[config.mk]
export PLATFORM = sky130hd
export DESIGN_NAME = shift_unit_with_flags_top_flat
export DESIGN_NICKNAME = d
export VERILOG_FILES = /design/src/sv/suwf_pkg.sv /design/src/sv/suwf_req_if.sv /design/src/sv/suwf_rsp_if.sv /design/src/sv/shift_unit_with_flags_top.sv /design/src/flat_wrapper.sv
export SDC_FILE = /design/constraint.sdc
export NUM_CORES = 1
export LEC_CHECK = 0
export BUFFER_PORTS_ARGS = -buffer_cell sky130_fd_sc_hd__buf_4
export CAP_MARGIN = 40
export CORE_UTILIZATION = 45
export DETAILED_ROUTE_END_ITERATION = 8
export PLACE_DENSITY = 0.6
export SYNTH_ARGS = -nofsm -noshare
export SYNTH_HDL_FRONTEND = slang
export SYNTH_SLANG_ARGS = --single-unit
[constraint.sdc]
create_clock -name clk -period 2.95 [get_ports clk]
set_input_delay 0 -clock clk [delete_from_list [all_inputs] [get_ports clk]]
set_output_delay 0 -clock clk [all_outputs]
set_load 0.02 [all_outputs]
[src/sv/suwf_pkg.sv]
package suwf_pkg;

  // Shift kinds carried in the command field of a request beat.
  typedef enum logic [1:0] {
    CMD_SHL  = 2'd0,
    CMD_SHR  = 2'd1,
    CMD_SAR  = 2'd2,
    CMD_NONE = 2'd3
  } cmd_t;

  // Bit positions inside the five-bit flags word.
  localparam int unsigned FLAG_CF = 0;
  localparam int unsigned FLAG_PF = 1;
  localparam int unsigned FLAG_ZF = 2;
  localparam int unsigned FLAG_SF = 3;
  localparam int unsigned FLAG_OF = 4;

  localparam int unsigned DATA_W  = 16;
  localparam int unsigned BYTE_W  = 8;
  localparam int unsigned COUNT_W = 8;
  localparam int unsigned FLAGS_W = 5;
  // Wide enough to hold a shift distance of up to DATA_W positions.
  localparam int unsigned SHAMT_W = 5;

endpackage

[src/sv/suwf_req_if.sv]
interface suwf_req_if
  import suwf_pkg::*;
();
  logic                 valid;
  logic                 ready;
  logic [1:0]           cmd;
  logic                 is_word;
  logic [DATA_W-1:0]    operand_value;
  logic [COUNT_W-1:0]   shift_count;
  logic [FLAGS_W-1:0]   flags_in;

  modport source (
    output valid, cmd, is_word, operand_value, shift_count, flags_in,
    input  ready
  );
  modport sink (
    input  valid, cmd, is_word, operand_value, shift_count, flags_in,
    output ready
  );
endinterface

[src/sv/suwf_rsp_if.sv]
interface suwf_rsp_if
  import suwf_pkg::*;
();
  logic                 valid;
  logic                 ready;
  logic [DATA_W-1:0]    shifted_value;
  logic [FLAGS_W-1:0]   flags_out;
  logic                 was_written;

  modport source (
    output valid, shifted_value, flags_out, was_written,
    input  ready
  );
  modport sink (
    input  valid, shifted_value, flags_out, was_written,
    output ready
  );
endinterface

[src/sv/shift_unit_with_flags_top.sv]
// Shift unit with flags.
// A request beat on req carries a shift kind (logical left, logical right,
// arithmetic right), a byte or word width, the operand, an unmasked 8-bit
// count and the current flags. Each request gives exactly one response beat
// on rsp with the shifted value, the new flags and a written indication.
// A zero count or the unused command returns the masked operand with the
// flags untouched and the written indication low.
// The datapath is a three-stage pipeline: decode and count clamping, the
// barrel shift, then flag generation into the output register. One new
// request is taken every cycle while the response side keeps up.
// Each stage holds its beat while the stage after it is full and stalled, so
// a stall on rsp fills the empty stages first and only then lowers req.ready;
// nothing is dropped or duplicated.
// Reset clears the stage valid bits; the pipeline is empty and ready as soon
// as reset is released.
module shift_unit_with_flags_top
  import suwf_pkg::*;
(
  input  logic       clk,
  input  logic       rst,
  suwf_req_if.sink   req,
  suwf_rsp_if.source rsp
);

  // Stage enables, worked backwards from the response side.
  logic en1, en2, en3;
  logic v1, v2, v3;

  assign en3 = !v3 || rsp.ready;
  assign en2 = !v2 || en3;
  assign en1 = !v1 || en2;
  assign req.ready = en1;

  // Stage 1: decode, operand masking and count clamping.
  logic                noop1_next, kill1_next, neg1_next, one1_next;
  logic [DATA_W-1:0]   a1_next;
  logic [SHAMT_W-1:0]  amt1_next;
  cmd_t                cmd_in;
  logic [COUNT_W-1:0]  width_in;

  logic                noop1, kill1, neg1, one1, word1;
  cmd_t                cmd1;
  logic [DATA_W-1:0]   a1;
  logic [SHAMT_W-1:0]  amt1;
  logic [FLAGS_W-1:0]  fin1;

  always_comb begin
    cmd_in     = cmd_t'(req.cmd);
    width_in   = req.is_word ? COUNT_W'(DATA_W) : COUNT_W'(BYTE_W);
    a1_next    = req.is_word ? req.operand_value
                             : {{(DATA_W-BYTE_W){1'b0}}, req.operand_value[BYTE_W-1:0]};
    neg1_next  = req.is_word ? req.operand_value[DATA_W-1] : req.operand_value[BYTE_W-1];
    noop1_next = (req.shift_count == '0) || (cmd_in == CMD_NONE);
    one1_next  = (req.shift_count == COUNT_W'(1));
    kill1_next = 1'b0;
    amt1_next  = req.shift_count[SHAMT_W-1:0];
    if (cmd_in == CMD_SAR) begin
      // Arithmetic right saturates at the width: all sign bits, carry is sign.
      if (req.shift_count >= width_in) begin
        amt1_next = width_in[SHAMT_W-1:0];
      end
    end else if (req.shift_count > width_in) begin
      // Logical shifts past the width leave nothing, not even the carry.
      kill1_next = 1'b1;
    end
  end

  always_ff @(posedge clk) begin
    if (rst) begin
      v1 <= 1'b0;
    end else if (en1) begin
      v1 <= req.valid;
    end
    if (en1) begin
      noop1 <= noop1_next;
      kill1 <= kill1_next;
      neg1  <= neg1_next;
      one1  <= one1_next;
      word1 <= req.is_word;
      cmd1  <= cmd_in;
      a1    <= a1_next;
      amt1  <= amt1_next;
      fin1  <= req.flags_in;
    end
  end

  // Stage 2: barrel shift; the carry is the last bit shifted out.
  logic [2*DATA_W:0]    rext;
  logic [2*DATA_W:0]    rsh;
  logic [2*DATA_W-1:0]  lsh;
  logic                 fill;
  logic [DATA_W-1:0]    mask1;
  logic [DATA_W-1:0]    res2_next;
  logic                 carry2_next;

  logic                 v2_unused_guard;
  logic                 noop2, neg2, one2, word2;
  cmd_t                 cmd2;
  logic [DATA_W-1:0]    res2;
  logic                 carry2;
  logic [FLAGS_W-1:0]   fin2;

  assign v2_unused_guard = 1'b0;

  always_comb begin
    fill  = (cmd1 == CMD_SAR) && neg1;
    mask1 = word1 ? {DATA_W{1'b1}} : {{(DATA_W-BYTE_W){1'b0}}, {BYTE_W{1'b1}}};
    // Right shifts: fill bits above the operand, a guard bit below it.
    rext  = {{DATA_W{fill}},
             (word1 ? a1 : {{(DATA_W-BYTE_W){fill}}, a1[BYTE_W-1:0]}),
             1'b0};
    rsh   = rext >> amt1;
    lsh   = {{DATA_W{1'b0}}, a1} << amt1;
    unique case (cmd1)
      CMD_SHL: begin
        res2_next   = lsh[DATA_W-1:0] & mask1;
        carry2_next = word1 ? lsh[DATA_W] : lsh[BYTE_W];
      end
      CMD_SHR, CMD_SAR: begin
        res2_next   = rsh[DATA_W:1] & mask1;
        carry2_next = rsh[0];
      end
      default: begin
        res2_next   = a1;
        carry2_next = 1'b0;
      end
    endcase
    if (noop1) begin
      res2_next   = a1;
      carry2_next = 1'b0;
    end else if (kill1 || v2_unused_guard) begin
      res2_next   = '0;
      carry2_next = 1'b0;
    end
  end

  always_ff @(posedge clk) begin
    if (rst) begin
      v2 <= 1'b0;
    end else if (en2) begin
      v2 <= v1;
    end
    if (en2) begin
      noop2  <= noop1;
      neg2   <= neg1;
      one2   <= one1;
      word2  <= word1;
      cmd2   <= cmd1;
      res2   <= res2_next;
      carry2 <= carry2_next;
      fin2   <= fin1;
    end
  end

  // Stage 3: flag generation into the output register.
  logic [FLAGS_W-1:0] flags3_next;
  logic               sign3;
  logic               of3;

  always_comb begin
    sign3 = word2 ? res2[DATA_W-1] : res2[BYTE_W-1];
    case (cmd2)
      CMD_SHL: of3 = carry2 ^ sign3;
      CMD_SHR: of3 = neg2;
      default: of3 = one2 ? 1'b0 : fin2[FLAG_OF];
    endcase
    flags3_next          = '0;
    flags3_next[FLAG_CF] = carry2;
    flags3_next[FLAG_PF] = ~^res2[BYTE_W-1:0];
    flags3_next[FLAG_ZF] = (res2 == '0);
    flags3_next[FLAG_SF] = sign3;
    flags3_next[FLAG_OF] = of3;
    if (noop2) begin
      flags3_next = fin2;
    end
  end

  always_ff @(posedge clk) begin
    if (rst) begin
      v3 <= 1'b0;
    end else if (en3) begin
      v3 <= v2;
    end
    if (en3) begin
      rsp.shifted_value <= res2;
      rsp.flags_out     <= flags3_next;
      rsp.was_written   <= !noop2;
    end
  end

  assign rsp.valid = v3;

endmodule

[src/flat_wrapper.sv]
// flat-port wrapper written by rule: the top's interface ports become plain ports
module shift_unit_with_flags_top_flat import suwf_pkg::*;
  (clk, rst, req_valid, req_cmd, req_is_word, req_operand_value, req_shift_count, req_flags_in, req_ready, rsp_valid, rsp_shifted_value, rsp_flags_out, rsp_was_written, rsp_ready);
  suwf_req_if req_i ();
  suwf_rsp_if rsp_i ();
  input  logic clk;
  input  logic rst;
  input wire logic [$bits(req_i.valid)-1:0] req_valid;
  input wire logic [$bits(req_i.cmd)-1:0] req_cmd;
  input wire logic [$bits(req_i.is_word)-1:0] req_is_word;
  input wire logic [$bits(req_i.operand_value)-1:0] req_operand_value;
  input wire logic [$bits(req_i.shift_count)-1:0] req_shift_count;
  input wire logic [$bits(req_i.flags_in)-1:0] req_flags_in;
  output wire logic [$bits(req_i.ready)-1:0] req_ready;
  output wire logic [$bits(rsp_i.valid)-1:0] rsp_valid;
  output wire logic [$bits(rsp_i.shifted_value)-1:0] rsp_shifted_value;
  output wire logic [$bits(rsp_i.flags_out)-1:0] rsp_flags_out;
  output wire logic [$bits(rsp_i.was_written)-1:0] rsp_was_written;
  input wire logic [$bits(rsp_i.ready)-1:0] rsp_ready;
  assign req_i.valid = req_valid;
  assign req_i.cmd = req_cmd;
  assign req_i.is_word = req_is_word;
  assign req_i.operand_value = req_operand_value;
  assign req_i.shift_count = req_shift_count;
  assign req_i.flags_in = req_flags_in;
  assign req_ready = req_i.ready;
  assign rsp_valid = rsp_i.valid;
  assign rsp_shifted_value = rsp_i.shifted_value;
  assign rsp_flags_out = rsp_i.flags_out;
  assign rsp_was_written = rsp_i.was_written;
  assign rsp_i.ready = rsp_ready;
  shift_unit_with_flags_top u_core (.clk(clk), .rst(rst), .req(req_i), .rsp(rsp_i));
endmodule
==> flow_metrics.env <==
export IMPL_remaining_drc_errors=0
export IMPL_final_nets=661
export IMPL_r2r_cells=5
export IMPL_critPathMaxFanout=17
export IMPL_syn_inst=513
export IMPL_hold_viol=0
export IMPL_setup_viol=0
export IMPL_cp_slowest_cell="edfxtp_1"
export IMPL_fp_dieW_um=114.2
export IMPL_routedLengthMet1_mm=7.488
export IMPL_drv_slew=0
export IMPL_worst_setup_path_start_kind="register"
export IMPL_ioPinCount=60
export IMPL_crit_cells=5
export IMPL_ff_latch_area_um2=2552
export IMPL_synth_seq_area_share_pct=45.09
export IMPL_rsz0062_at_grt="false"
export IMPL_endpoint_kind="register"
export IMPL_reg2reg_from="u_core.amt1[4]$_DFFE_PP_"
export IMPL_p_per_area_nw_per_um2=487.8
export IMPL_grt_start_max_net_pins=67
export IMPL_ys_types=65
export IMPL_cts_buffers_inserted=9
export IMPL_clock_skew_ns=0.009375
export IMPL_critPathLaunch="u_core.amt1[4]$_DFFE_PP_"
export IMPL_ys_flop_type="edfxtp_1"
export IMPL_hp_class="in2reg"
export IMPL_htreeDepth=3
export IMPL_groute_usage_overall_pct=29.85
export IMPL_fill_cells=1039
export IMPL_io_buffers=59
export IMPL_coreArea_um2=12110
export IMPL_leakage_nw=2.843
export IMPL_routedWlPerCell_um=23.51
export IMPL_worstHoldStart="rsp_ready"
export IMPL_tightest_slew_ns=0.9109
export IMPL_netlist_area_um2=5660
export IMPL_slew_headroom_pct=38.50
export IMPL_post_cts_resized=0
export IMPL_post_route_worst_setup_slack_ns=0.3926
export IMPL_dieArea_um2=13030
export IMPL_final_setup_tns_ns=0
export IMPL_peakVddDrop_mv=0.2911
export IMPL_syn_nets=558
export IMPL_async_reset_ff_share_pct=0
export IMPL_grt_pass1_vias=4697
export IMPL_synth_edf_count=83
export IMPL_route_met2_wl_mm=8.980
export IMPL_cts_tree="yes"
export IMPL_clkTransAtPathRegs_ns=0.07
export IMPL_clock_root_buffer="clkbuf_16"
export IMPL_worstReg2RegEnd="u_core.res2[2]$_DFFE_PP_"
export IMPL_drt_iter0_drc=595
export IMPL_postRouteAntennaNets=0
export IMPL_required_ns=3.11
export IMPL_placed_cells=735
export IMPL_die_height_um=114.2
export IMPL_cts_num_sinks=86
export IMPL_crit_family="flip-flops"
export IMPL_final_cells=789
export IMPL_syn2layout_area_growth_pct=26.04
export IMPL_crit_buf_inv=1
export IMPL_vias=4867
export IMPL_crit_top_cell="a31oi_1"
export IMPL_worst_r2r_setup_slack_ns=0.39
export IMPL_dp_hpwl_mm=13.04
export IMPL_critical_path_arrival_ns=2.72
export IMPL_grt_remaining_overflow=0
export IMPL_firstDrtPassIters=6
export IMPL_top_layer_used="met4"
export IMPL_period_share_pct=86.69
export IMPL_rows=40
export IMPL_routed_wl_mm=18.55
export IMPL_cp_endpoint="u_core.res2[2]$_DFFE_PP_"
export IMPL_synth_area_per_cell_um2=11.03
export IMPL_status="completed"
export IMPL_maxCapViolCount=0
export IMPL_fin_hold_ws_ns=0.1582
export IMPL_yosysWarnings=0
export IMPL_cpPeakStageDelay_ns=0.83
export IMPL_dr_wl_met3_mm=1.526
export IMPL_place_ws_ns=0.1066
export IMPL_cp_cell_sequence="inv_1, nand2_1, a31oi_1, or4_1, a31oi_1"
export IMPL_worstSetupPathType="reg2reg"
export IMPL_place_gp_congestion=0.9628
export IMPL_grt_first_pass_wirelength_mm=28.19
export IMPL_multi_input_area_um2=2805
export IMPL_clockBufferDepth=2
export IMPL_postSynthRegisterBits=86
export IMPL_fin_crit_ns=2.557
export IMPL_antenna_found_initial=0
export IMPL_max_freq_mhz=391.0
export IMPL_n_antenna_cell=0
export IMPL_via_per_inst=6.169
export IMPL_drive_above_1_share_pct=24.96
export IMPL_insertion_delay_ns=0.36
export IMPL_initial_core_util_pct=46.74
==> tightest hold or removal path, delay by kind of cell <==
kind                   cells  cell delay (ns)
and+or+nand+nor            4             0.39
buffers and inverters      1             0.08
==> worst min-delay path by stage <==
stage | end | slack, ns | depth (start not counted)
finish | u_core.v2$_SDFFE_PP0P_ | 0.16 | 5
global route | u_core.v2$_SDFFE_PP0P_ | 0.20 | 5
CTS | u_core.v2$_SDFFE_PP0P_ | 0.16 | 5
detailed placement | u_core.a1[0]$_DFFE_PP_ | 0.18 | 1
global placement | u_core.v1$_SDFFE_PP0P_ | 0.18 | 2
floorplan | u_core.rsp.valid$_SDFFE_PP0P_ | 0.07 | 1
==> synth_stat cells (3+ instances only) <==
cell type / instances / area share [%]
o22ai_1: 4 / 0.44
mux4_1: 11 / 5.1
nand2b_1: 9 / 0.99
nand2_1: 45 / 3.0
a32o_1: 4 / 0.71
buf_1: 7 / 0.46
inv_1: 23 / 1.5
a211oi_1: 13 / 1.7
and3_1: 3 / 0.33
nor2b_1: 10 / 1.1
edfxtp_1: 83 / 44
o221a_2: 3 / 0.60
o2111ai_1: 5 / 0.77
mux4_2: 13 / 5.2
or2_2: 3 / 0.33
a211o_1: 10 / 1.5
o211ai_1: 7 / 0.93
buf_2: 11 / 0.97
a21oi_1: 18 / 1.6
nor3_1: 9 / 0.80
dfxtp_1: 3 / 1.1
a21o_1: 4 / 0.53
or3_1: 3 / 0.33
o31ai_1: 5 / 0.66
nor2_1: 31 / 2.1
o21a_1: 3 / 0.40
o21ai_0: 23 / 2.0
mux2i_1: 17 / 3.0
a31oi_1: 10 / 1.1
clkbuf_1: 25 / 1.7
nand3_1: 10 / 0.88
nor4b_1: 3 / 0.46
and2_1: 15 / 1.7
ha_1: 9 / 2.0
mux2_2: 13 / 2.6
a221oi_1: 6 / 0.93
==> registers in the layout, indices dropped and copies added, names as in the netlist, 2 cells and up <==
register                  cells
u_core.fin2                   5
u_core.cmd2                   2
u_core.amt1                   5
u_core.rsp.flags_out          5
u_core.rsp.shifted_value     16
u_core.res2                  16
u_core.fin1                   5
u_core.a1                    16
u_core.cmd1                   2
==> cell families after synthesis <==
group | count (synthesis) | synth area share (%)
multiplexers | 54 | 15.87
flip-flops | 86 | 45.09
AND/OR/NAND/NOR | 151 | 13.40
adder cells (fa/ha/maj) | 9 | 1.989
AO/OA/AOI/OAI | 140 | 17.84
buffers and inverters | 70 | 5.349
XOR/XNOR | 3 | 0.4643
==> cell type report <==
type,count,area share [%]
sequential,86,35.78
tap,168,2.946
clock buffer,9,3.157
inverter,23,1.210
multi-input combinational,357,39.32
clock inverter,7,1.070
timing repair buffer,139,16.52
==> routing by layer <==
metal  up-vias  global-route usage (%)
met1      2339                   39.28
met2       269                   49.25
met4         0                   11.95
met5         -                       0
met3        42                   4.923
li1       2217                       -
==> where the power goes <==
| part | leakage, nW | internal [mW] | total, mW | switching (mW) |
|---|---|---|---|---|
| clock network | 0.148 | 0.600 | 1.15 | 0.547 |
| logic | 1.73 | 0.378 | 0.788 | 0.410 |
| registers | 0.962 | 1.44 | 1.54 | 0.106 |
| total | 2.84 | 2.42 | 3.48 | 1.06 |
==> through the flow <==
| step | total power, mW | util (%) | instance area (um^2) |
|---|---|---|---|
| after floorplan | 1.989 | - | 5660 |
| after global placement | 2.303 | 53.25 | 6450 |
| after detailed placement | 2.305 | 53.25 | 6450 |
| after CTS | 3.483 | 58.55 | 7092 |
| after global routing | 3.608 | 58.90 | 7134 |
| final | 3.480 | 58.90 | 7134 |
==> timing repair <==
item	in CTS	in global routing
setup buffers	0	4
hold endpoints to repair	34	0
hold buffers	34	0
setup endpoints to repair	0	1
==> cell usage in the layout, fill, tap and decap left out, types with 15 or more instances in the layout <==
master         netlist  final
nand2_1             45     45
buf_4                2    101
dlygate4sd3_1        0     34
edfxtp_1            83     83
nor2_1              31     31
o21ai_0             23     23
mux2i_1             17     17
and2_1              15     15
a21oi_1             18     18
inv_1               23     23
No activity file was read; power rests on OpenSTA's default activity.
